## config.mk

```make
export PLATFORM = sky130hd
export DESIGN_NAME = gbp_clear
export DESIGN_NICKNAME = d
export VERILOG_FILES = /design/src/hdl/gshare_branch_predictor_defines.svh /design/src/hdl/gbp_pkg.sv /design/src/hdl/gbp_clear.sv
export SDC_FILE = /design/constraint.sdc
export NUM_CORES = 1
export LEC_CHECK = 0
export BUFFER_PORTS_ARGS = -buffer_cell sky130_fd_sc_hd__clkbuf_2
export CAP_MARGIN = 20
export CORE_AREA = 8 8 45 47
export DETAILED_ROUTE_END_ITERATION = 8
export DIE_AREA = 0 0 53 55
export PLACE_DENSITY = 0.7
export SLEW_MARGIN = 5
export SYNTH_ARGS = -nofsm -noshare
export SYNTH_HDL_FRONTEND = slang
export SYNTH_SLANG_ARGS = --single-unit
```

## constraint.sdc

```tcl
create_clock -name clk -period 3.1 [get_ports clk]
set_clock_uncertainty 0.1 [all_clocks]
set_input_delay 0.31 -clock clk [delete_from_list [all_inputs] [get_ports clk]]
set_output_delay 0.31 -clock clk [all_outputs]
set_load 0.02 [all_outputs]
```

## src/hdl/gshare_branch_predictor_defines.svh

```systemverilog
// ---------------------------------------------------------------------------
// gshare branch predictor assertion macros
// concurrent checks that compile away when SYNTH is defined
// ---------------------------------------------------------------------------
`ifndef GSHARE_BRANCH_PREDICTOR_DEFINES_SVH
`define GSHARE_BRANCH_PREDICTOR_DEFINES_SVH

`ifndef SYNTH
// check that is skipped while reset is asserted
`define GBP_ASSERT(lbl, prop, msg) \
	lbl: assert property (@(posedge clk) disable iff (!arst_n) prop) else $error(msg);
// check that also holds during reset
`define GBP_ASSERT_ALWAYS(lbl, prop, msg) \
	lbl: assert property (@(posedge clk) prop) else $error(msg);
`else
`define GBP_ASSERT(lbl, prop, msg)
`define GBP_ASSERT_ALWAYS(lbl, prop, msg)
`endif

`endif

```

## src/hdl/gbp_pkg.sv

```systemverilog
// ---------------------------------------------------------------------------
// gbp_pkg
// shared constants, field widths and counter update for the gshare predictor
// ---------------------------------------------------------------------------
package gbp_pkg;

	// default table geometry
	localparam int COUNTER_INDEX_BITS_DEF = 12;
	localparam int TARGET_INDEX_BITS_DEF  = 10;
	localparam int HISTORY_BITS_DEF       = 21;

	// fixed field widths
	localparam int PC_W       = 32;
	localparam int IDX_FIELD_W = 12;
	localparam int LEN_W      = 5;
	localparam int TDATA_W    = 80;
	localparam int CTR_W      = 2;
	localparam int PHT_W      = CTR_W + 1;

	// history length after reset
	localparam logic [LEN_W-1:0] HIST_LEN_RESET = 5'd21;

	// action codes
	localparam logic ACT_PREDICT = 1'b0;
	localparam logic ACT_RESOLVE = 1'b1;

	// counter value on first allocation
	localparam logic [CTR_W-1:0] CTR_ALLOC = 2'd2;

	// saturating 2-bit counter step (taken jumps from weak not-taken to strong taken)
	function automatic logic [CTR_W-1:0] next_counter(input logic [CTR_W-1:0] c,
		input logic taken);
		logic [CTR_W-1:0] n;
		n = 2'd0;
		if (taken) begin
			case (c)
				2'd0:    n = 2'd1;
				default: n = 2'd3;
			endcase
		end else begin
			case (c)
				2'd3:    n = 2'd2;
				default: n = 2'd0;
			endcase
		end
		return n;
	endfunction

endpackage

```

## src/hdl/gbp_clear.sv

```systemverilog
// ---------------------------------------------------------------------------
// gbp_clear
// post-reset sweep that walks every table entry once to clear its valid bit
// ---------------------------------------------------------------------------
module gbp_clear #(
	parameter int ADDR_W = gbp_pkg::COUNTER_INDEX_BITS_DEF
) (
	input  logic              clk,
	input  logic              arst_n,
	output logic              busy,
	output logic [ADDR_W-1:0] addr
);

	logic              busy_q;
	logic [ADDR_W-1:0] addr_q;

	// sweep counter, stops after the last entry
	always_ff @(posedge clk or negedge arst_n) begin
		if (!arst_n) begin
			busy_q <= 1'b1;
			addr_q <= '0;
		end else if (busy_q) begin
			addr_q <= addr_q + 1'b1;
			if (addr_q == {ADDR_W{1'b1}}) begin
				busy_q <= 1'b0;
			end
		end
	end

	assign busy = busy_q;
	assign addr = addr_q;

endmodule
```

==> results by stage, run 1 <==
Status:
- The run finished with clean final reports.

Timing:
- Measured against its own limit, the worst slew margin works out to 78.43%.
- Adding up every negative setup slack in the final design gives 0 ns.
- After layout, the worst path uses 47.89% of the clock period.
- Setup repair after global routing left no endpoint under its margin.
- The transition time of the tightest slew-check pin is 0.3235 ns.
- The final hold violation count is 0.
- Timing would allow up to 0.6736 GHz.
- The number of max-slew violations in the final report is 0.
- The total setup violations reported at the end of the flow is 0.
- The time the worst path needs with I/O delays and setup is 1.485 ns.

Power:
- The total power draw is 277.8 uW.
- The peak supply drop is 190.8 uV.
- The static power due to leakage is 0.3751 nW.
- The power per unit of standard cell area is 393.0 nW/um^2.

Global route:
- The global routing stage identified its most utilized layer as met2.
- The global-route met2 utilization is 13.09%.
- The total overflow left after global routing is 0.
- The met1 track utilization from global routing is 10.59%.
- The first global-routing pass estimated 1918 um of wire.
- The largest net degree at the start of global routing is 14.
- Global routing consumed, on the met3 layer, 3.476% of the routing resources.
- The number of antenna violations at the first check in global routing is 0.
- Across every metal layer, demand over resource in global routing totals 9.151%.
- The via count of the first global-routing pass is 413.

Setup path:
- The capture point of the critical path is busy.
- STA puts the critical path data required time at 2.69 ns.
- The type of origin of the critical path is a flop.
- The beginning of the worst register-to-register path is addr[0].
- For this run, the slowest stage of the critical path takes 0.61 ns.
- Counting both buffers and inverters, the worst setup path holds a total of 1.
- STA puts the critical path data arrival time at 1.07 ns.
- The start point of the critical path is busy.
- The worst setup path is captured at an output pin.
- The critical path is of the reg -> out type.
- The endpoint identified for the worst register-to-register timing path is addr[10].
- The signal on the critical path passes through clkbuf_2.
- The highest-delay cell along the critical path is sky130_fd_sc_hd__dfstp_2.
- Counting cells, the worst reg-to-reg path comes to 4.
- The biggest fanout along the worst timing path is 8.
- The cell family contributing the most delay on the critical path is flip-flops.
- In this run the number of cells on the critical path is 1.
- Across all register-to-register paths, the minimum setup slack is 1.67 ns.

Floorplanning:
- The number of primary I/O pins is 15.
- The die footprint is 2915 um^2.
- The floorplan has 14 rows.
- The starting utilization of the core area is 42.31%.
- The core area is 1384 um^2.
- From bottom edge to top edge, the die measures 55 um.
- The horizontal die dimension is 53 um.

Clock tree:
- The insertion delay of the later-clocked pin in the worst-skew pair is 0.28 ns.
- The level count of the clock H-tree is 1.
- The number of clock buffers inserted by TritonCTS is 3.
- Clock-pin slew was measured on the worst setup and hold paths at 0.08 ns.
- CTS placed an instance of sky130_fd_sc_hd__clkbuf_4 at the clock tree root.
- The clock sink total is 13.
- The maximum buffer depth of the clock tree is 2.
- TritonCTS built the clock tree.
- The number of setup buffers added after CTS is 0.

Final layout:
- Counting the fill cells in the layout gives 137.
- In the final layout, the share of cells above drive strength 1 is 33.33%.
- The area growth from synthesis to layout is 20.73%.
- The final non-filler cell total is 82.
- The post-layout net count is 70.
- The number of antenna diodes in the final layout is 0.
- After routing the design area is 706.9 um^2.

Flow run:
- The tool flagged a number of max-cap violations equal to 0.

Logic synthesis:
- The sequential share of the synthesized area is 55.77%.
- Among all cell types in the netlist, the one instantiated most often is sky130_fd_sc_hd__dfrtp_1.
- The simple-gate area share of the yosys netlist is 19.66%.
- Synthesis instantiated 16 different standard cells from the library.
- The area of the mapped netlist is 585.6 um^2.
- After synthesis, the share of flip-flops with an asynchronous set or reset is 100.0%.
- Measured against the total synthesized area, the mux share comes to 1.923%.
- The number of enable flip-flop cells after synthesis is 0.
- sky130_fd_sc_hd__dfrtp_1 takes more of the synthesized area than any other cell.
- The commonest cells after synthesis are 12 x sky130_fd_sc_hd__dfrtp_1, 7 x sky130_fd_sc_hd__xor2_1, 5 x sky130_fd_sc_hd__nand2_1, 4 x sky130_fd_sc_hd__xnor2_1.
- The synthesized netlist devotes 1.923% of its cell area to compound gates.
- The number of register bits inferred by synthesis is 13.
- The synthesized netlist devotes 16.45% of its cell area to XOR and XNOR gates.
- The dominant synthesized flop cell is sky130_fd_sc_hd__dfrtp_1.
- Of the total synthesized cell area, the portion taken by full adders, half adders and majority gates is 2.137%.
- The dominant combinational cell family by area after synthesis is simple AND/OR/NAND/NOR gates.
- The average footprint of a synthesized cell is 12.20 um^2.
- The synthesized instance count is 48.
- In the post-synthesis netlist, the biggest area contributors are sky130_fd_sc_hd__dfrtp_1 51%, sky130_fd_sc_hd__xor2_1 10%, sky130_fd_sc_hd__xnor2_1 6.0%.
- The synthesized netlist net count is 51.
- The top cell type's share of synthesized area is 51.28%.
- The Yosys step of the flow raised 0 warnings.

Route:
- After detailed routing, the average wire length per cell comes to 13.04 um.
- For this block, the initial DRC count from the detailed router was 2.
- After detailed routing, the total wire length is 1069 um.
- The first-pass iteration count of the detailed router is 4.
- After detailed routing, the number of remaining DRC violations is 0.
- The via total after detailed routing is 417.
- Dividing the detail-routed via count by the number of cells gives 5.085.
- The number of nets still failing antenna checks after routing is 0.

Place:
- The number of placed instances, taps included, is 77.
- The final RePlAce weighted congestion is 0.7187.
- The number of port buffers is 14.
- The post-DP HPWL is 834.3 um.
- The area of placed instances is 670.6 um^2.

Worst hold path:
- In this run the worst hold path is classified as in -> async.
layout by cell type, fill, tap and decap left out:
cell                             n
sky130_fd_sc_hd__nor4_2          2
sky130_fd_sc_hd__dfstp_2         1
sky130_fd_sc_hd__nand4_4         1
sky130_fd_sc_hd__inv_1           2
sky130_fd_sc_hd__o41a_1          1
sky130_fd_sc_hd__nand4_1         2
sky130_fd_sc_hd__dfrtp_1        12
sky130_fd_sc_hd__clkbuf_1        1
sky130_fd_sc_hd__xnor2_1         4
sky130_fd_sc_hd__xor2_1          7
sky130_fd_sc_hd__mux2_2          1
sky130_fd_sc_hd__clkbuf_2       14
sky130_fd_sc_hd__nand2_1         5
sky130_fd_sc_hd__nor3_1          3
sky130_fd_sc_hd__ha_1            1
sky130_fd_sc_hd__dlygate4sd3_1   1
sky130_fd_sc_hd__clkbuf_4        3
sky130_fd_sc_hd__nor2_1          2
sky130_fd_sc_hd__nand3_1         3
where the power goes:
part / internal (mW) / switching [mW]
registers: 0.169 / 0
logic: 0.00126 / 0.00328
clock network: 0.0499 / 0.0539
total: 0.221 / 0.0572
cells by family (layout without fill, tap and decap cells):
logic type | after synthesis | in the layout
adders and majority gates | 1 | 1
buffers and inverters | 3 | 21
DFF | 13 | 13
muxes | 1 | 1
AOI/OAI and AO/OA | 1 | 1
xor gates and xnor gates | 11 | 11
and+or+nand+nor | 18 | 18
how the worst min path moves through the flow:
stage | to | start | depth (start not counted)
floorplan | addr[0] | arst_n | 0
global placement | addr[6] | arst_n | 1
detailed placement | addr[7] | arst_n | 1
CTS | addr[5] | arst_n | 2
global route | addr[1] | arst_n | 2
finish | addr[7] | arst_n | 2
metrics by stage:
step / hold slack [ns] / setup WS [ns] / utilization, %
2_1_floorplan: -0.08559 / 1.649 / -
3_3_place_gp: 0.1198 / 1.678 / 48.46
3_5_place_dp: 0.1265 / 1.682 / 48.46
4_1_cts: 0.3592 / 1.597 / 51.09
5_1_grt: 0.3962 / 1.517 / 51.09
6_report: 0.3527 / 1.615 / 51.09
layout make-up:
cell class	instances	area, um^2	share of cell area, %
multi-input combinational	32	246.5	34.87
sequential	13	326.6	46.19
timing repair buffer	15	80.08	11.33
tap	16	20.02	2.832
clock buffer	4	26.28	3.717
inverter	2	7.507	1.062
flip-flops by register name (all words and copies together) (netlist names):
signal and flops:
addr 12, busy 1
metal layers:
metal,up-vias,wire length [um]
met2,16,485
met3,3,107
met1,197,443
met4,0,32
li1,201,-
met5,-,0
timing repair:
| item | CTS | global route |
|---|---|---|
| resized for setup | 0 | 0 |
| endpoints found under the hold margin | 12 | 0 |
| hold buffers | 1 | 0 |
Note: power is estimated with default switching activity, not from simulation.
==> inputs of run 2 (changes only) <==
--- a/config.mk
+++ b/config.mk
@@ -7,10 +7,10 @@
 export LEC_CHECK = 0
 export BUFFER_PORTS_ARGS = -buffer_cell sky130_fd_sc_hd__clkbuf_2
 export CAP_MARGIN = 20
-export CORE_AREA = 8 8 45 47
+export CORE_MARGIN = 8
+export CORE_UTILIZATION = 44
 export DETAILED_ROUTE_END_ITERATION = 8
-export DIE_AREA = 0 0 53 55
-export PLACE_DENSITY = 0.7
+export PLACE_DENSITY = 0.73
 export SLEW_MARGIN = 5
 export SYNTH_ARGS = -nofsm -noshare
 export SYNTH_HDL_FRONTEND = slang
==> constraint.sdc (replaced) <==
create_clock -name clk -period 1.2 [get_ports clk]
set_clock_uncertainty 0.1 [all_clocks]
set_input_delay 0.12 -clock clk [delete_from_list [all_inputs] [get_ports clk]]
set_output_delay 0.12 -clock clk [all_outputs]
set_load 0.02 [all_outputs]
==> run 2 against run 1 <==
The flow now finishes with violations (setup timing); total power rose to 2.6 times the previous value; utilization grew 34 points; setup slack got worse by 1.8 ns; register-to-register slack got worse by 1.8 ns; non-clock buffer count grew 20; sequential cell count stayed put; cell area rose by 53%; first-iteration DRC count increased to 2.5 times the previous value; die area shrank 5.5%; combinational power grew to 2.6 times the previous value; clock power rose to 2.6 times the previous value; count of clock-buffer cells in the layout stayed put; critical endpoint is now addr[4]; largest cell class is now non-clock buffers.
==> results by stage, run 2 (synthesized netlist as in run 1, its figures left out) <==
Timing:
- The total setup violations reported at the end of the flow is 12 (+12).
- The time the worst path needs with I/O delays and setup is 1.355 ns.
- The final period utilization is 112.9%.
- The worst-case headroom to the max-slew limit was 78.47% (about the same).
- The final hold violation count is 0 (unchanged).
- The number of max-slew violations in the final report is 0 (unchanged).
- Setup repair after global routing could not meet its margin everywhere.
- The final worst setup slack was -0.1551 ns (-1.770 ns).
- The fmax is 0.7380 GHz.
- The transition time of the tightest slew-check pin is 0.3229 ns (-0.0005574 ns).
- The sum of negative setup slack is -1.365 ns (-1.365 ns).

Route:
- The met1 routed wirelength after detailed routing is 650 um (+47%).
- The via total after detailed routing was 518 (+24%).
- After detailed routing, no signal wire sits above met4.
- The overall routed net length is 1637 um (+53%).
- The number of nets still failing antenna checks after routing came to 0 (unchanged).
- The wire length on met2 is 840 um (+73%).
- The routed length per instance is 16.21 um (+24%).
- The wire length on met3 is 110 um (+2.8%).
- The post-detailed-route DRC marker count is 0 (unchanged).
- The DRC violation total after the first TritonRoute iteration is 5 (+3).
- The first-pass iteration count of the detailed router came to 4 (unchanged).
- The detail-routed via count per cell came to 5.129 (+0.85%).

Final layout:
- The post-layout net count is 90 (+29%).
- The post-route standard cell area excluding fillers is 1079 um^2 (+53%).
- In the layout the commonest cells are 10 x sky130_fd_sc_hd__buf_6, 9 x sky130_fd_sc_hd__buf_8, 9 x sky130_fd_sc_hd__buf_4.
- The final non-filler cell total is 101 (+23%).
- The number of fillers in the final layout came to 65 (-53%).
- The antenna diode count is 0 (unchanged).
- The share of cells above drive strength 1 is 66.28% (+33 points).
- The flip-flop count of the largest register, all copies and words added is 12 (unchanged).
- The area growth from synthesis to layout is 84.19%.
- Leaving out fill and tap cells, the most frequent cell in the layout is sky130_fd_sc_hd__buf_6.

Clock tree:
- The maximum buffer depth of the clock tree is 2 (unchanged).
- The clock sink total was 13 (unchanged).
- The cell chosen for the clock root is sky130_fd_sc_hd__clkbuf_4.
- The clock tree from TritonCTS is done.
- The clock-pin transition on the worst setup and hold timing paths is 0.08 ns (about the same).
- The number of clock buffers inserted by TritonCTS was 3 (unchanged).
- The level count of the clock H-tree is 1 (unchanged).
- The insertion delay of the later-clocked pin in the worst-skew pair was 0.27 ns (about the same).

Place:
- The post-DP HPWL is 1021 um (+22%).
- The area of placed instances is 789.5 um^2 (+18%).
- The minimum setup slack after placement is -0.1165 ns (-1.798 ns).
- The number of port buffers was 14 (unchanged).
- The post-placement cell count is 88 (+14%).
- The final RePlAce weighted congestion was 0.7379 (+2.7%).

Setup path:
- The required time at the worst-slack endpoint came to 1.26 ns (-1.43 ns).
- The data arrival time of the critical path is 1.42 ns (+0.35 ns).
- The depth of the worst register-to-register path is 3 (-1).
- The register-to-register path setup slack came to -0.16 ns (-1.83 ns).
- The reg-to-reg endpoint is addr[4].
- The type of origin of the critical path is a flop.
- The biggest fanout along the worst timing path is 4 (-4).
- The type of the setup path with the least slack is reg -> reg.
- The category of the worst setup path capture point is a flop.
- The beginning of the worst register-to-register path is busy.

Worst hold path:
- The worst min-delay path category is in -> async.

Floorplanning:
- The number of primary I/O pins came to 15 (unchanged).
- The horizontal die dimension came to 52.48 um (-0.98%).
- The die height is 52.48 um (-4.6%).
- The die footprint was 2754 um^2 (-5.5%).
- The number of placement rows is 13 (-1).
- The starting utilization of the core area is 46.15% (+3.8 points).
- The core area came to 1269 um^2 (-8.3%).

Global route:
- The number of antenna violations at the first check in global routing is 0 (unchanged).
- The largest net degree at the start of global routing is 14 (unchanged).
- The total track usage is 11.54% (+2.4 points).
- The via count of the first global-routing pass is 493 (+19%).
- The wire length of the first global-routing pass was 2408 um (+26%).
- The global route total overflow was 0 (unchanged).

Power:
- The peak supply drop is 638.3 uV (+230%).
- The total power draw was 715.6 uW (+160%).
- The power per unit of standard cell area is 663.5 nW/um^2 (+69%).
- The static power due to leakage is 0.5501 nW (+47%).

Status:
- The flow ran to the end, but the final reports show violations.
- The checks that failed: setup timing.

Flow run:
- The reported max-cap violation count is 0 (unchanged).
-- run 2: critical path, stage by stage, from the launching register on --
cell                      delay (ns)
sky130_fd_sc_hd__dfstp_2        0.59
sky130_fd_sc_hd__nand4_1        0.23
sky130_fd_sc_hd__buf_4          0.22
sky130_fd_sc_hd__xnor2_1        0.11
-- run 2: stage by stage --
| stage | util, % | hold WS [ns] |
|---|---|---|
| after CTS | 73.87 | 0.1819 |
| after global placement | 62.23 | -0.07437 |
| after detailed placement | 62.23 | -0.06923 |
| final | 85.01 | 0.1734 |
| after floorplan | - | -0.2756 |
| after global routing | 85.01 | 0.2049 |
-- run 2: layer usage --
metal | global-route usage [%] | up-vias
met5 | 0 | -
met4 | 2.586 | 0
met1 | 12.91 | 248
li1 | - | 243
met3 | 3.409 | 4
met2 | 20.75 | 23
-- run 2: layout make-up --
type / count / area [um^2] / area share, %
repair buffers: 35 / 370.4 / 34.34
flip-flops and latches: 13 / 336.6 / 31.21
multi-input cells: 32 / 319.1 / 29.58
clock buffers: 4 / 26.28 / 2.436
well taps: 15 / 18.77 / 1.740
inverters: 2 / 7.507 / 0.6961
-- run 2: how the worst max path moves through the flow --
stage | slack (ns) | cells after the start | startpoint | to
6_report | -0.16 | 3 | busy | addr[4]
5_1_grt | -0.20 | 4 | busy | addr[9]
4_1_cts | -0.11 | 2 | busy | busy
3_5_place_dp | -0.12 | 4 | addr[0] | addr[10]
3_3_place_gp | -0.07 | 4 | addr[0] | addr[10]
2_1_floorplan | -0.17 | 4 | busy | addr[10]
-- run 2: report_power, final --
group          total (mW)  leakage, nW  internal, mW  switching (mW)
Combinational      0.0118        0.370       0.00326         0.00855
Clock               0.266       0.0150         0.128           0.138
Sequential          0.438        0.165         0.438               0
-- run 2: timing repair --
action,CTS,global route
pin swaps,2,10
setup endpoints to repair,17,20
resized for setup,23,24
hold buffers,1,0
endpoints found under the hold margin,13,0
buffers inserted,2,6
